## src/rtl/core/atuv_pkg.sv

```systemverilog
// ----------------------------------------------------------------------------
// atuv_pkg
// Shared types and constants for the angle-to-unit-vector core.
// ----------------------------------------------------------------------------
package atuv_pkg;

  // Widths fixed by the stream fields
  localparam int GRID_W   = 16;
  localparam int SCALE_W  = 12;
  localparam int Q15_W    = 16;
  localparam int PHASE_W  = 23;   // fractional turn bits of the Q5.23 product
  localparam int ROT_W    = 32;   // x, y with 30 fraction bits; z in 2^-32 turn

  localparam logic [SCALE_W-1:0] TURNS_SCALE_RST = 12'd640;   // 2.5 turns
  localparam int ATAN_LEN = 24;

  // CORDIC gain, Q2.30
  localparam logic signed [ROT_W-1:0] CORDIC_GAIN = 32'sd652032874;

  // atan(2^-i) in units of 2^-32 turn, rounded to nearest
  localparam logic [ROT_W-1:0] ATAN_TABLE [ATAN_LEN] = '{
    32'h20000000, 32'h12E4051E, 32'h09FB385B, 32'h051111D4,
    32'h028B0D43, 32'h0145D7E1, 32'h00A2F61E, 32'h00517C55,
    32'h0028BE53, 32'h00145F2F, 32'h000A2F98, 32'h000517CC,
    32'h00028BE6, 32'h000145F3, 32'h0000A2FA, 32'h0000517D,
    32'h000028BE, 32'h0000145F, 32'h00000A30, 32'h00000518,
    32'h0000028C, 32'h00000146, 32'h000000A3, 32'h00000051
  };

  // Rotation pipeline word
  typedef struct packed {
    logic signed [ROT_W-1:0] x;
    logic signed [ROT_W-1:0] y;
    logic signed [ROT_W-1:0] z;
    logic                    neg;   // phase was folded by half a turn
    logic                    last;
  } rot_t;

endpackage

```

## src/rtl/core/atuv_phase.sv

```systemverilog
// ----------------------------------------------------------------------------
// atuv_phase
// Scale multiply, wrap to one turn, truncate and quadrant fold (two stages).
// ----------------------------------------------------------------------------
module atuv_phase
  import atuv_pkg::*;
#(
  parameter int SAMPLE_BITS = 16
) (
  input  logic                      clk,
  input  logic                      rst_n,
  input  logic [SCALE_W-1:0]        turns_scale,
  input  logic                      in_valid,
  output logic                      in_ready,
  input  logic signed [GRID_W-1:0]  grid_value,
  input  logic                      last_in,
  output logic                      out_valid,
  input  logic                      out_ready,
  output rot_t                      out_data
);

  localparam int DROP_BITS = ROT_W - SAMPLE_BITS;
  localparam logic [ROT_W-1:0] KEEP_MASK = ~((32'd1 << DROP_BITS) - 32'd1);
  localparam int PROD_W = GRID_W + SCALE_W + 1;

  // stage A: product
  logic                 a_valid_r;
  logic [PHASE_W-1:0]   a_phase_r;
  logic                 a_last_r;
  logic                 a_en;
  logic signed [PROD_W-1:0] prod;

  // stage B: folded phase, CORDIC start vector
  logic                 b_valid_r;
  rot_t                 b_data_r;
  rot_t                 b_data_nxt;
  logic                 b_en;
  logic [ROT_W-1:0]     t32;
  logic                 fold;

  assign b_en     = !b_valid_r || out_ready;
  assign a_en     = !a_valid_r || b_en;
  assign in_ready = a_en;

  assign prod = grid_value * $signed({1'b0, turns_scale});

  always_comb begin
    t32  = {a_phase_r, {(ROT_W-PHASE_W){1'b0}}} & KEEP_MASK;
    // beyond +-1/4 turn: flipping the sign bit moves it by half a turn.
    // Exactly +1/4 stays, everything in [-1/2, -1/4) folds.
    fold = (t32[ROT_W-1] != t32[ROT_W-2]) &&
           (t32[ROT_W-1] || (t32[ROT_W-3:0] != '0));
    b_data_nxt.x    = CORDIC_GAIN;
    b_data_nxt.y    = '0;
    b_data_nxt.z    = $signed({t32[ROT_W-1] ^ fold, t32[ROT_W-2:0]});
    b_data_nxt.neg  = fold;
    b_data_nxt.last = a_last_r;
  end

  always_ff @(posedge clk) begin
    if (!rst_n) begin
      a_valid_r <= 1'b0;
      b_valid_r <= 1'b0;
    end else begin
      if (a_en) a_valid_r <= in_valid;
      if (b_en) b_valid_r <= a_valid_r;
    end
  end

  always_ff @(posedge clk) begin
    if (a_en && in_valid) begin
      a_phase_r <= prod[PHASE_W-1:0];
      a_last_r  <= last_in;
    end
    if (b_en && a_valid_r) begin
      b_data_r <= b_data_nxt;
    end
  end

  assign out_valid = b_valid_r;
  assign out_data  = b_data_r;

endmodule

```

## src/rtl/core/atuv_rot_stage.sv

```systemverilog
// ----------------------------------------------------------------------------
// atuv_rot_stage
// One registered CORDIC micro-rotation by atan(2^-STAGE).
// ----------------------------------------------------------------------------
module atuv_rot_stage
  import atuv_pkg::*;
#(
  parameter int STAGE = 0
) (
  input  logic clk,
  input  logic rst_n,
  input  logic in_valid,
  output logic in_ready,
  input  rot_t in_data,
  output logic out_valid,
  input  logic out_ready,
  output rot_t out_data
);

  localparam logic signed [ROT_W-1:0] ANGLE = $signed(ATAN_TABLE[STAGE]);

  logic valid_r;
  rot_t data_r;
  rot_t data_nxt;
  logic en;
  logic signed [ROT_W-1:0] xs;
  logic signed [ROT_W-1:0] ys;

  assign en       = !valid_r || out_ready;
  assign in_ready = en;

  always_comb begin
    xs       = in_data.x >>> STAGE;
    ys       = in_data.y >>> STAGE;
    data_nxt = in_data;
    if (!in_data.z[ROT_W-1]) begin
      data_nxt.x = in_data.x - ys;
      data_nxt.y = in_data.y + xs;
      data_nxt.z = in_data.z - ANGLE;
    end else begin
      data_nxt.x = in_data.x + ys;
      data_nxt.y = in_data.y - xs;
      data_nxt.z = in_data.z + ANGLE;
    end
  end

  always_ff @(posedge clk) begin
    if (!rst_n) begin
      valid_r <= 1'b0;
    end else if (en) begin
      valid_r <= in_valid;
    end
  end

  always_ff @(posedge clk) begin
    if (en && in_valid) begin
      data_r <= data_nxt;
    end
  end

  assign out_valid = valid_r;
  assign out_data  = data_r;

endmodule

```

## src/rtl/core/atuv_round.sv

```systemverilog
// ----------------------------------------------------------------------------
// atuv_round
// Round to Q1.15, saturate, undo the fold; output register.
// ----------------------------------------------------------------------------
module atuv_round
  import atuv_pkg::*;
(
  input  logic             clk,
  input  logic             rst_n,
  input  logic             in_valid,
  output logic             in_ready,
  input  rot_t             in_data,
  output logic             out_valid,
  input  logic             out_ready,
  output logic [Q15_W-1:0] force_x,
  output logic [Q15_W-1:0] force_y,
  output logic             last_out
);

  localparam int SUM_W = ROT_W + 1;
  localparam int RND_W = SUM_W - 15;
  localparam logic signed [RND_W-1:0] SAT_HI = 18'sd32767;
  localparam logic signed [RND_W-1:0] SAT_LO = -18'sd32767;

  logic             valid_r;
  logic [Q15_W-1:0] x_r, y_r, x_nxt, y_nxt;
  logic             last_r;
  logic             en;

  function automatic logic [Q15_W-1:0] to_q15(logic signed [ROT_W-1:0] v, logic neg);
    logic signed [SUM_W-1:0] sum;
    logic signed [RND_W-1:0] r;
    sum = $signed({v[ROT_W-1], v}) + $signed(SUM_W'(16384));
    r   = RND_W'(sum >>> 15);
    if (r > SAT_HI) r = SAT_HI;
    if (r < SAT_LO) r = SAT_LO;
    if (neg) r = -r;
    return r[Q15_W-1:0];
  endfunction

  assign en       = !valid_r || out_ready;
  assign in_ready = en;

  assign x_nxt = to_q15(in_data.x, in_data.neg);
  assign y_nxt = to_q15(in_data.y, in_data.neg);

  always_ff @(posedge clk) begin
    if (!rst_n) begin
      valid_r <= 1'b0;
    end else if (en) begin
      valid_r <= in_valid;
    end
  end

  always_ff @(posedge clk) begin
    if (en && in_valid) begin
      x_r    <= x_nxt;
      y_r    <= y_nxt;
      last_r <= in_data.last;
    end
  end

  assign out_valid = valid_r;
  assign force_x   = x_r;
  assign force_y   = y_r;
  assign last_out  = last_r;

endmodule

```

## src/rtl/core/angle_to_unit_vector_core.sv

```systemverilog
// ----------------------------------------------------------------------------
// angle_to_unit_vector_core
// Scaled, wrapped phase to unit vector (cos, sin) via pipelined CORDIC.
// ----------------------------------------------------------------------------
// Usage:
//   in_*  : one grid value per transfer (signed Q1.15 in in_tdata), end of
//           grid on in_tlast.
//   out_* : cos in out_tdata[15:0], sin in out_tdata[31:16], both signed
//           Q1.15; out_tlast is the matching in_tlast.
//   cfg_* : writes turns_scale (unsigned Q4.8 turns per unit input). Always
//           ready; write only while the pipeline is empty.
// Register path from input transfer to out_tvalid: multiply, fold,
//   one register per CORDIC micro-rotation, rounding.
// Throughput: one transfer per cycle while out_tready stays high, set by the
//   fully pipelined rotation chain; every stage holds one item.
// Reset (rst_n low, synchronous): all stage valid bits clear, turns_scale
//   returns to 2.5 turns.
// Stall: each stage advances when it is empty or its successor advances,
//   so bubbles collapse and input keeps being taken while a result waits
//   on out_tready, until every stage is full.
// ----------------------------------------------------------------------------
module angle_to_unit_vector_core
  import atuv_pkg::*;
#(
  parameter int ROTATION_STAGES = 16,
  parameter int SAMPLE_BITS     = 16
) (
  input  logic                clk,
  input  logic                rst_n,
  // input stream
  input  logic                in_tvalid,
  output logic                in_tready,
  input  logic [GRID_W-1:0]   in_tdata,    // [15:0] grid_value
  input  logic                in_tlast,    // last_in
  // result stream
  output logic                out_tvalid,
  input  logic                out_tready,
  output logic [2*Q15_W-1:0]  out_tdata,   // [15:0] force_x, [31:16] force_y
  output logic                out_tlast,   // last_out
  // configuration write
  input  logic                cfg_valid,
  output logic                cfg_ready,
  input  logic [SCALE_W-1:0]  cfg_data     // turns_scale
);

  logic [SCALE_W-1:0] turns_scale_r;
  logic [SCALE_W-1:0] turns_scale_nxt;

  // rotation chain: index 0 is the fold output, ROTATION_STAGES the last
  rot_t rot_d   [ROTATION_STAGES+1];
  logic rot_v   [ROTATION_STAGES+1];
  logic rot_rdy [ROTATION_STAGES+1];

  logic [Q15_W-1:0] force_x;
  logic [Q15_W-1:0] force_y;

  assign cfg_ready       = 1'b1;
  assign turns_scale_nxt = (cfg_valid && cfg_ready) ? cfg_data : turns_scale_r;

  always_ff @(posedge clk) begin
    if (!rst_n) begin
      turns_scale_r <= TURNS_SCALE_RST;
    end else begin
      turns_scale_r <= turns_scale_nxt;
    end
  end

  atuv_phase #(
    .SAMPLE_BITS (SAMPLE_BITS)
  ) u_phase (
    .clk         (clk),
    .rst_n       (rst_n),
    .turns_scale (turns_scale_r),
    .in_valid    (in_tvalid),
    .in_ready    (in_tready),
    .grid_value  ($signed(in_tdata)),
    .last_in     (in_tlast),
    .out_valid   (rot_v[0]),
    .out_ready   (rot_rdy[0]),
    .out_data    (rot_d[0])
  );

  for (genvar i = 0; i < ROTATION_STAGES; i++) begin : g_rot
    atuv_rot_stage #(
      .STAGE (i)
    ) u_stage (
      .clk       (clk),
      .rst_n     (rst_n),
      .in_valid  (rot_v[i]),
      .in_ready  (rot_rdy[i]),
      .in_data   (rot_d[i]),
      .out_valid (rot_v[i+1]),
      .out_ready (rot_rdy[i+1]),
      .out_data  (rot_d[i+1])
    );
  end

  atuv_round u_round (
    .clk       (clk),
    .rst_n     (rst_n),
    .in_valid  (rot_v[ROTATION_STAGES]),
    .in_ready  (rot_rdy[ROTATION_STAGES]),
    .in_data   (rot_d[ROTATION_STAGES]),
    .out_valid (out_tvalid),
    .out_ready (out_tready),
    .force_x   (force_x),
    .force_y   (force_y),
    .last_out  (out_tlast)
  );

  assign out_tdata = {force_y, force_x};

endmodule

```

## config.mk

```make
export PLATFORM = sky130hd
export DESIGN_NAME = angle_to_unit_vector_core
export DESIGN_NICKNAME = d
export VERILOG_FILES = /design/src/rtl/core/atuv_pkg.sv /design/src/rtl/core/atuv_phase.sv /design/src/rtl/core/atuv_rot_stage.sv /design/src/rtl/core/atuv_round.sv /design/src/rtl/core/angle_to_unit_vector_core.sv
export SDC_FILE = /design/constraint.sdc
export NUM_CORES = 2
export LEC_CHECK = 0
export BUFFER_PORTS_ARGS = -buffer_cell sky130_fd_sc_hd__buf_2
export CORE_AREA = 2 2 527 476
export CTS_BUF_LIST = sky130_fd_sc_hd__clkbuf_8
export DETAILED_ROUTE_END_ITERATION = 7
export DIE_AREA = 0 0 529 478
export PLACE_DENSITY = 0.76
export REMOVE_ABC_BUFFERS = 1
export SLEW_MARGIN = 20
export SYNTH_ARGS = -nofsm -noshare
export SYNTH_HDL_FRONTEND = slang
export SYNTH_SLANG_ARGS = --single-unit
```

## constraint.sdc

```tcl
create_clock -name clk -period 20.8 [get_ports clk]
set_input_delay 6.24 -clock clk [delete_from_list [all_inputs] [get_ports clk]]
set_output_delay 6.24 -clock clk [all_outputs]
set_load 0.02 [all_outputs]
```

Word level (Yosys, flattened, before mapping)
Cells that the tools add are included.

Bits in registers: 1640. Input port bits: 34. Output and inout bits: 36. Word-level logic and storage cells: 292.

$add $sub $neg: 96. $mul: 1. Order comparisons: 4. Eq/ne operators: 1. Muxes and demuxes: 22. Bitwise operators: 1. Reduce and logical (&&, ||, !) cells: 60.

Operators with widths (count): $mux W96 (15); $add A32 B30 Y32 (3); $sub A32 B30 Y32 (3); $add A32 B16 Y33 const B (2); $add A32 B17 Y32 (2); $add A32 B18 Y32 (2); $add A32 B19 Y32 (2); $add A32 B20 Y32 (2); $add A32 B21 Y32 (2); $add A32 B22 Y32 (2); $add A32 B23 Y32 (2); $add A32 B24 Y32 (2); $add A32 B25 Y32 (2); $add A32 B26 Y32 (2); $add A32 B27 Y32 (2); $add A32 B28 Y32 (2); $add A32 B29 Y32 (2); $mux W16 (4); $mux W64 (1); $sub A32 B17 Y32 (2); $sub A32 B18 Y32 (2); $sub A32 B19 Y32 (2); $sub A32 B20 Y32 (2); $sub A32 B21 Y32 (2); 53 further kinds (121).

Logic depth before layout (Yosys ltp)
Word-level depth: 21. Gate-level depth with buffers: 24. Depth with buffers taken out: 22.

By module
A second synthesis with hierarchy kept.

Cells, all modules: 16376. Area total of the unflattened synthesis: 153244.5 sq um.

Modules (own cells, without submodules): atuv_rot_stage at g_rot[4].u_stage (times used 1, cells each 1028, area each 9456.6 sq um, seq. area each 2962.8 sq um); atuv_rot_stage at g_rot[7].u_stage (times used 1, cells each 1008, area each 9216.3 sq um, seq. area each 2962.8 sq um); atuv_rot_stage at g_rot[11].u_stage (times used 1, cells each 981, area each 9097.5 sq um, seq. area each 2962.8 sq um); atuv_rot_stage at g_rot[2].u_stage (times used 1, cells each 962, area each 9027.4 sq um, seq. area each 2962.8 sq um); atuv_rot_stage at g_rot[3].u_stage (times used 1, cells each 959, area each 8961.1 sq um, seq. area each 2962.8 sq um); atuv_rot_stage at g_rot[14].u_stage (times used 1, cells each 962, area each 8929.8 sq um, seq. area each 2962.8 sq um); atuv_rot_stage at g_rot[9].u_stage (times used 1, cells each 954, area each 8916.1 sq um, seq. area each 2962.8 sq um); atuv_rot_stage at g_rot[8].u_stage (times used 1, cells each 953, area each 8902.3 sq um, seq. area each 2962.8 sq um); atuv_rot_stage at g_rot[5].u_stage (times used 1, cells each 951, area each 8897.3 sq um, seq. area each 2962.8 sq um); atuv_rot_stage at g_rot[15].u_stage (times used 1, cells each 944, area each 8883.5 sq um, seq. area each 2962.8 sq um); atuv_rot_stage at g_rot[1].u_stage (times used 1, cells each 923, area each 8834.7 sq um, seq. area each 2962.8 sq um); atuv_rot_stage at g_rot[13].u_stage (times used 1, cells each 901, area each 8828.5 sq um, seq. area each 2962.8 sq um); atuv_rot_stage at g_rot[6].u_stage (times used 1, cells each 921, area each 8759.7 sq um, seq. area each 2962.8 sq um); atuv_rot_stage at g_rot[12].u_stage (times used 1, cells each 898, area each 8578.2 sq um, seq. area each 2962.8 sq um); 5 more rows.

Least setup slack after synthesis
OpenSTA, ideal clock, no wires.

Path type: input -> register. From: in out_tready. To: reg g_rot[5].u_stage.data_r (netlist bit g_rot[5].u_stage.out_data[0]), enable pin. Library setup time: 0.701 ns. Arrival time: 14.006 ns. Required time: 20.099 ns. Setup slack: 6.093 ns. Stages on the path: 5. Buffers on the path: 0. Cells stage by stage: nor3b_1 and3_1 and3_1 and3_1 a21boi_0.

Cells in the longest elaborated chain, start to end: 13.

Ends and longest elaborated chain: start: declaration (RTL line angle_to_unit_vector_core.sv:37) `input logic out_tready,`; $logic_or A1 B1 Y1 (RTL line atuv_round.sv:41) `assign en = !valid_r || out_ready;`; $logic_or A1 B1 Y1 (11 in a row) (RTL line atuv_rot_stage.sv:29) `assign en = !valid_r || out_ready;`; $logic_and A1 B1 Y1 (RTL line atuv_rot_stage.sv:56) `if (en && in_valid) begin`; end signal: assignment (RTL line atuv_rot_stage.sv:57) `data_r <= data_nxt;`; end: declaration (RTL line atuv_rot_stage.sv:23) `rot_t data_r;`.

Every way passes these cells. A chain may end at the register's enable or synchronous reset.

Worst setup path in the final report
From: in out_tready. To: out in_tready.

Cells in the longest elaborated chain, start to end: 19.

Ends and longest elaborated chain: $logic_or A1 B1 Y1 (RTL line atuv_round.sv:41); $logic_or A1 B1 Y1 (16 in a row) (RTL line atuv_rot_stage.sv:29); $logic_or A1 B1 Y1 (RTL line atuv_phase.sv:41) `assign b_en = !b_valid_r || out_ready;`; $logic_or A1 B1 Y1 (RTL line atuv_phase.sv:42) `assign a_en = !a_valid_r || b_en;`; end: declaration (RTL line angle_to_unit_vector_core.sv:32) `output logic in_tready,`.

Every way passes these cells.

==> metrics.md <==
| Metric | Value |
|---|---|
| CTS sink count | ~1.5k |
| Die W | roughly 530 um |
| Via density | roughly 5.8 |
| Netlist cell types | between 90 and 100 |
| Clock Path Buffers | 4 |
| IO Pins | 70 |
| Final setup fails | 0 |
| Avg WL per Cell | about 17 um |
| Die height | roughly 480 um |
| Worst min path class | flip-flop to flip-flop |
| Worst Setup EP | in_tready |
| Residual DRC | 0 |
| Main area contributors after synthesis | edfxtp_1 (35%), ha_1 (14%), xnor2_1 (7.7%) |
| RD Place Congestion | 0.9536 |
| Max rail drop VDD | about 0.079 mV |
| Gate power share | a little under a tenth |
| Synth warnings | 0 |
| Period Utilization, post-route | ~76% |
| Cells after DPL | between 15k and 20k |
| Mapped cell area | between 100000 and 150000 um2 |
| Core ar. | 248200 um2 |
| Synthesized area per cell | 9.621 um2 |
| Levels on crit path | 9 |
| LEAKAGE | 53.64 nW |
| Critical path cell sequence | buf_2, nor3b_1, and3_1, and3_1, and3_1, nand3_1, nor2_1, nand3_1, buf_2 |
| Filler cells | approximately 22k |
| List of most frequent post-synthesis cells | edfxtp_1 (1419), ha_1 (1346), a21oi_1 (1295) |
| Outcome | finished clean |
| Via count | around 95k |
| Post-layout min period | around 16 ns |
| Cell family with most CP delay | simple AND/OR/NAND/NOR gates |
| Initial DRC Count | ~6.3k |
| Post-cts sizing count | 0 |
| Layout Skew | 0.06446 ns |
| Worst reg2reg path startpoint | turns_scale_r[1] |
| Die area | around 250000 um2 |
| Hold_buf cts | 0 |
| Post-synthesis sequential area ratio | 35.09% |
| Setup Buffers After CTS | 0 |
| R2R cell count | 19 |
| Share of layout cells above drive strength 1 | approximately 5.1% |
| Largest net degree at the start of global routing | approximately 90 |
| Max-Cap Viols | 0 |
| Final worst setup slack | 4.947 ns |
| Tot GR Track Use | between 20 and 25% |
| Non-filler instance count after layout | 16.45k |
| GR Overflow Total | 0 |
| Crit path capture type | primary output |
| Max incr delay on CP | ~0.75 ns |
| PortBufs | 68 |
| Synth top area share | 34.59% |
| Clk slew on worst S/H paths | approximately 0.060 ns |
| CP Class | input pin to primary output |
| R2R Path End | u_phase.a_phase_r[19] |
| Psw | about 1.6 mW |
| H-tree levels | 5 |
| Clk pwr share | between 40% and 50% |
| First-pass GRT wire length | roughly 460 mm |
| Most common cell in the synthesized netlist | edfxtp_1 |
| Cells after synthesis | approximately 13k |
| Max-slew violation count | 0 |
| Crit-path max FO | 6 |
| Clk_lat worst skew | 0.94 ns |
| Final setup TNS | 0 ns |
| Async set-reset flop share out of synthesis | 0% |
| Peak Freq | 63.08 MHz |
| DP Wirelength | about 220 mm |
| CTS tree | yes |
| Total wire length | ~280 mm |
| Most used DFF post-synth | edfxtp_1 |
| Number of global-route vias before repair | 90.60k |
| Routed Antenna Nets | 0 |
| Synth area leader | edfxtp_1 |
| Synthesized flop and latch total | around 1.5k |
| Switching share of total power | about a quarter |
| CTS Buf Count | ~270 |
| Critical Path RT | 14.56 ns |
| Slew at the pin with the worst max-slew slack | 1.115 ns |
| CP arrival | between 9 and 10 ns |
| Worst slew margin | between 20% and 30% |
| Worst Setup SP | out_tready |
| DR pass1 iterations | 6 |
| Post-synth EDFFs | about 1.4k |
| Final hold viol count | 0 |
| Synthesis-to-layout area growth | 7.539% |
| Worst path slowest cell | nor3b_1 |
| Unrepaired setup endpoints after global routing | false |
| Crit start category | input pin |
| Reg power frac | 50.3% |
| Buf/Inv on CP | 2 |
| Starting Density | around half |
| Pre-CTS WS | ~4.9 ns |
| Initial antenna violation count | 2 |
| FP Rows | between 150 and 200 |
| Most used cell, CP | and3_1 |
| Nets@finish | roughly 15k |
| Root buf cell | clkbuf_8 |
| Int Pwr | approximately 4.9 mW |
| Power density over cell area | between 40 and 50 nW/um2 |
| R2R Setup Slk | approximately 14 ns |
[layout make-up]
class	count	area, um2	share of cell area (%)
Inverter	655	2459	1.856
Timing Repair Buffer	133	868.3	0.6554
Tap cell	3256	4074	3.075
Clock inverter	184	1102	0.8321
Antenna cell	5	12.51	0.009444
Sequential cell	1450	43230	32.63
Clock buffer	283	3895	2.940
Multi-Input combinational cell	10482	76840	58.00
[how the worst min path moves through the flow]
stage | endpoint | slack (ns) | start | cells after the start
after floorplan | g_rot[0].u_stage.out_data[0] | 0.40 | u_phase.out_data[0] | 0
after global placement | g_rot[15].u_stage.out_data[0] | 0.40 | g_rot[14].u_stage.out_data[0] | 0
after detailed placement | g_rot[0].u_stage.out_data[22] | 0.40 | u_phase.out_data[22] | 0
after CTS | g_rot[2].u_stage.out_data[1] | 0.37 | g_rot[1].u_stage.out_data[1] | 0
after global routing | g_rot[2].u_stage.out_data[1] | 0.38 | g_rot[1].u_stage.out_data[1] | 0
final | g_rot[2].u_stage.out_data[1] | 0.38 | g_rot[1].u_stage.out_data[1] | 0
[flip-flops by register name, summed over array words and instances (netlist names), 12 cells and up]
name                     flops
u_phase.a_phase_r           16
turns_scale_r               12
u_round.force_x             16
u_phase.out_data            18
u_round.force_y             16
g_rot.u_stage.out_data    1351
g_rot.u_stage.out_valid     16
[worst reg2reg max path, stage by stage, from the launching register on]
cell and delay, ns:
dfxtp_1 0.77, nand2_1 0.17, fa_1 0.56, inv_1 0.05
fa_1 0.48, inv_1 0.06, fa_1 0.51, inv_1 0.06
fa_1 0.55, fa_1 0.41, ha_1 0.35, a21o_1 0.20
a21oi_1 0.21, or4b_2 0.64, a31oi_1 0.34, o21ai_0 0.27
or2_2 0.37, a31o_2 0.27, a21oi_1 0.17, xnor2_1 0.08
[through the flow]
stage | hold slack, ns | total power [mW] | utilization (%) | instance area, um2
4_1_cts | 0.3663 | 6.590 | 53.35 | 132400
5_1_grt | 0.3787 | 6.794 | 53.38 | 132500
3_3_place_gp | 0.4037 | 3.933 | 51.33 | 127400
3_5_place_dp | 0.4045 | 3.954 | 51.33 | 127400
2_1_floorplan | 0.4003 | 3.803 | - | 122400
6_report | 0.3821 | 6.523 | 53.38 | 132500
[metal layers]
metal,vias up,part of all wire [%],global-route usage (%)
li1,47559,-,-
met1,44470,43,26.92
met2,2229,49,37.86
met3,657,4.2,2.340
met4,2,4.0,8.701
met5,-,0.0046,0
[power groups by stage]
stage	clock network, mW	logic (mW)	registers, mW
final	2.62	0.614	3.28
after global routing	2.81	0.699	3.28
after CTS	2.69	0.616	3.28
after detailed placement	0	0.610	3.34
after global placement	0	0.591	3.34
after floorplan	0	0.478	3.32
[layout by cell type, fill, tap and decap left out, types with 237 or more instances in the layout]
master    instances
edfxtp_1       1419
ha_1           1346
a21oi_1        1295
nor2_1         1113
xnor2_1        1089
inv_1           711
nand2_1         691
xor2_1          607
a21o_1          551
o21ai_0         549
nor3_1          390
clkbuf_8        283
nand3_1         254
o21a_1          237
[cell families (layout without fill, tap and decap cells)]
| logic type | Yosys count | count (layout) | synth area share, % |
|---|---|---|---|
| xor gates and xnor gates | 1698 | 1698 | 12.08 |
| adders and majority gates | 1528 | 1528 | 16.63 |
| muxes | 120 | 120 | 1.038 |
| AOI/OAI and AO/OA | 3604 | 3604 | 18.62 |
| and+or+nand+nor | 3530 | 3530 | 13.85 |
| buffers and inverters | 872 | 1255 | 2.673 |
| DFF | 1450 | 1450 | 35.09 |
| other | 2 | 7 | 0.006096 |
Power figures use the tool's default switching activity.
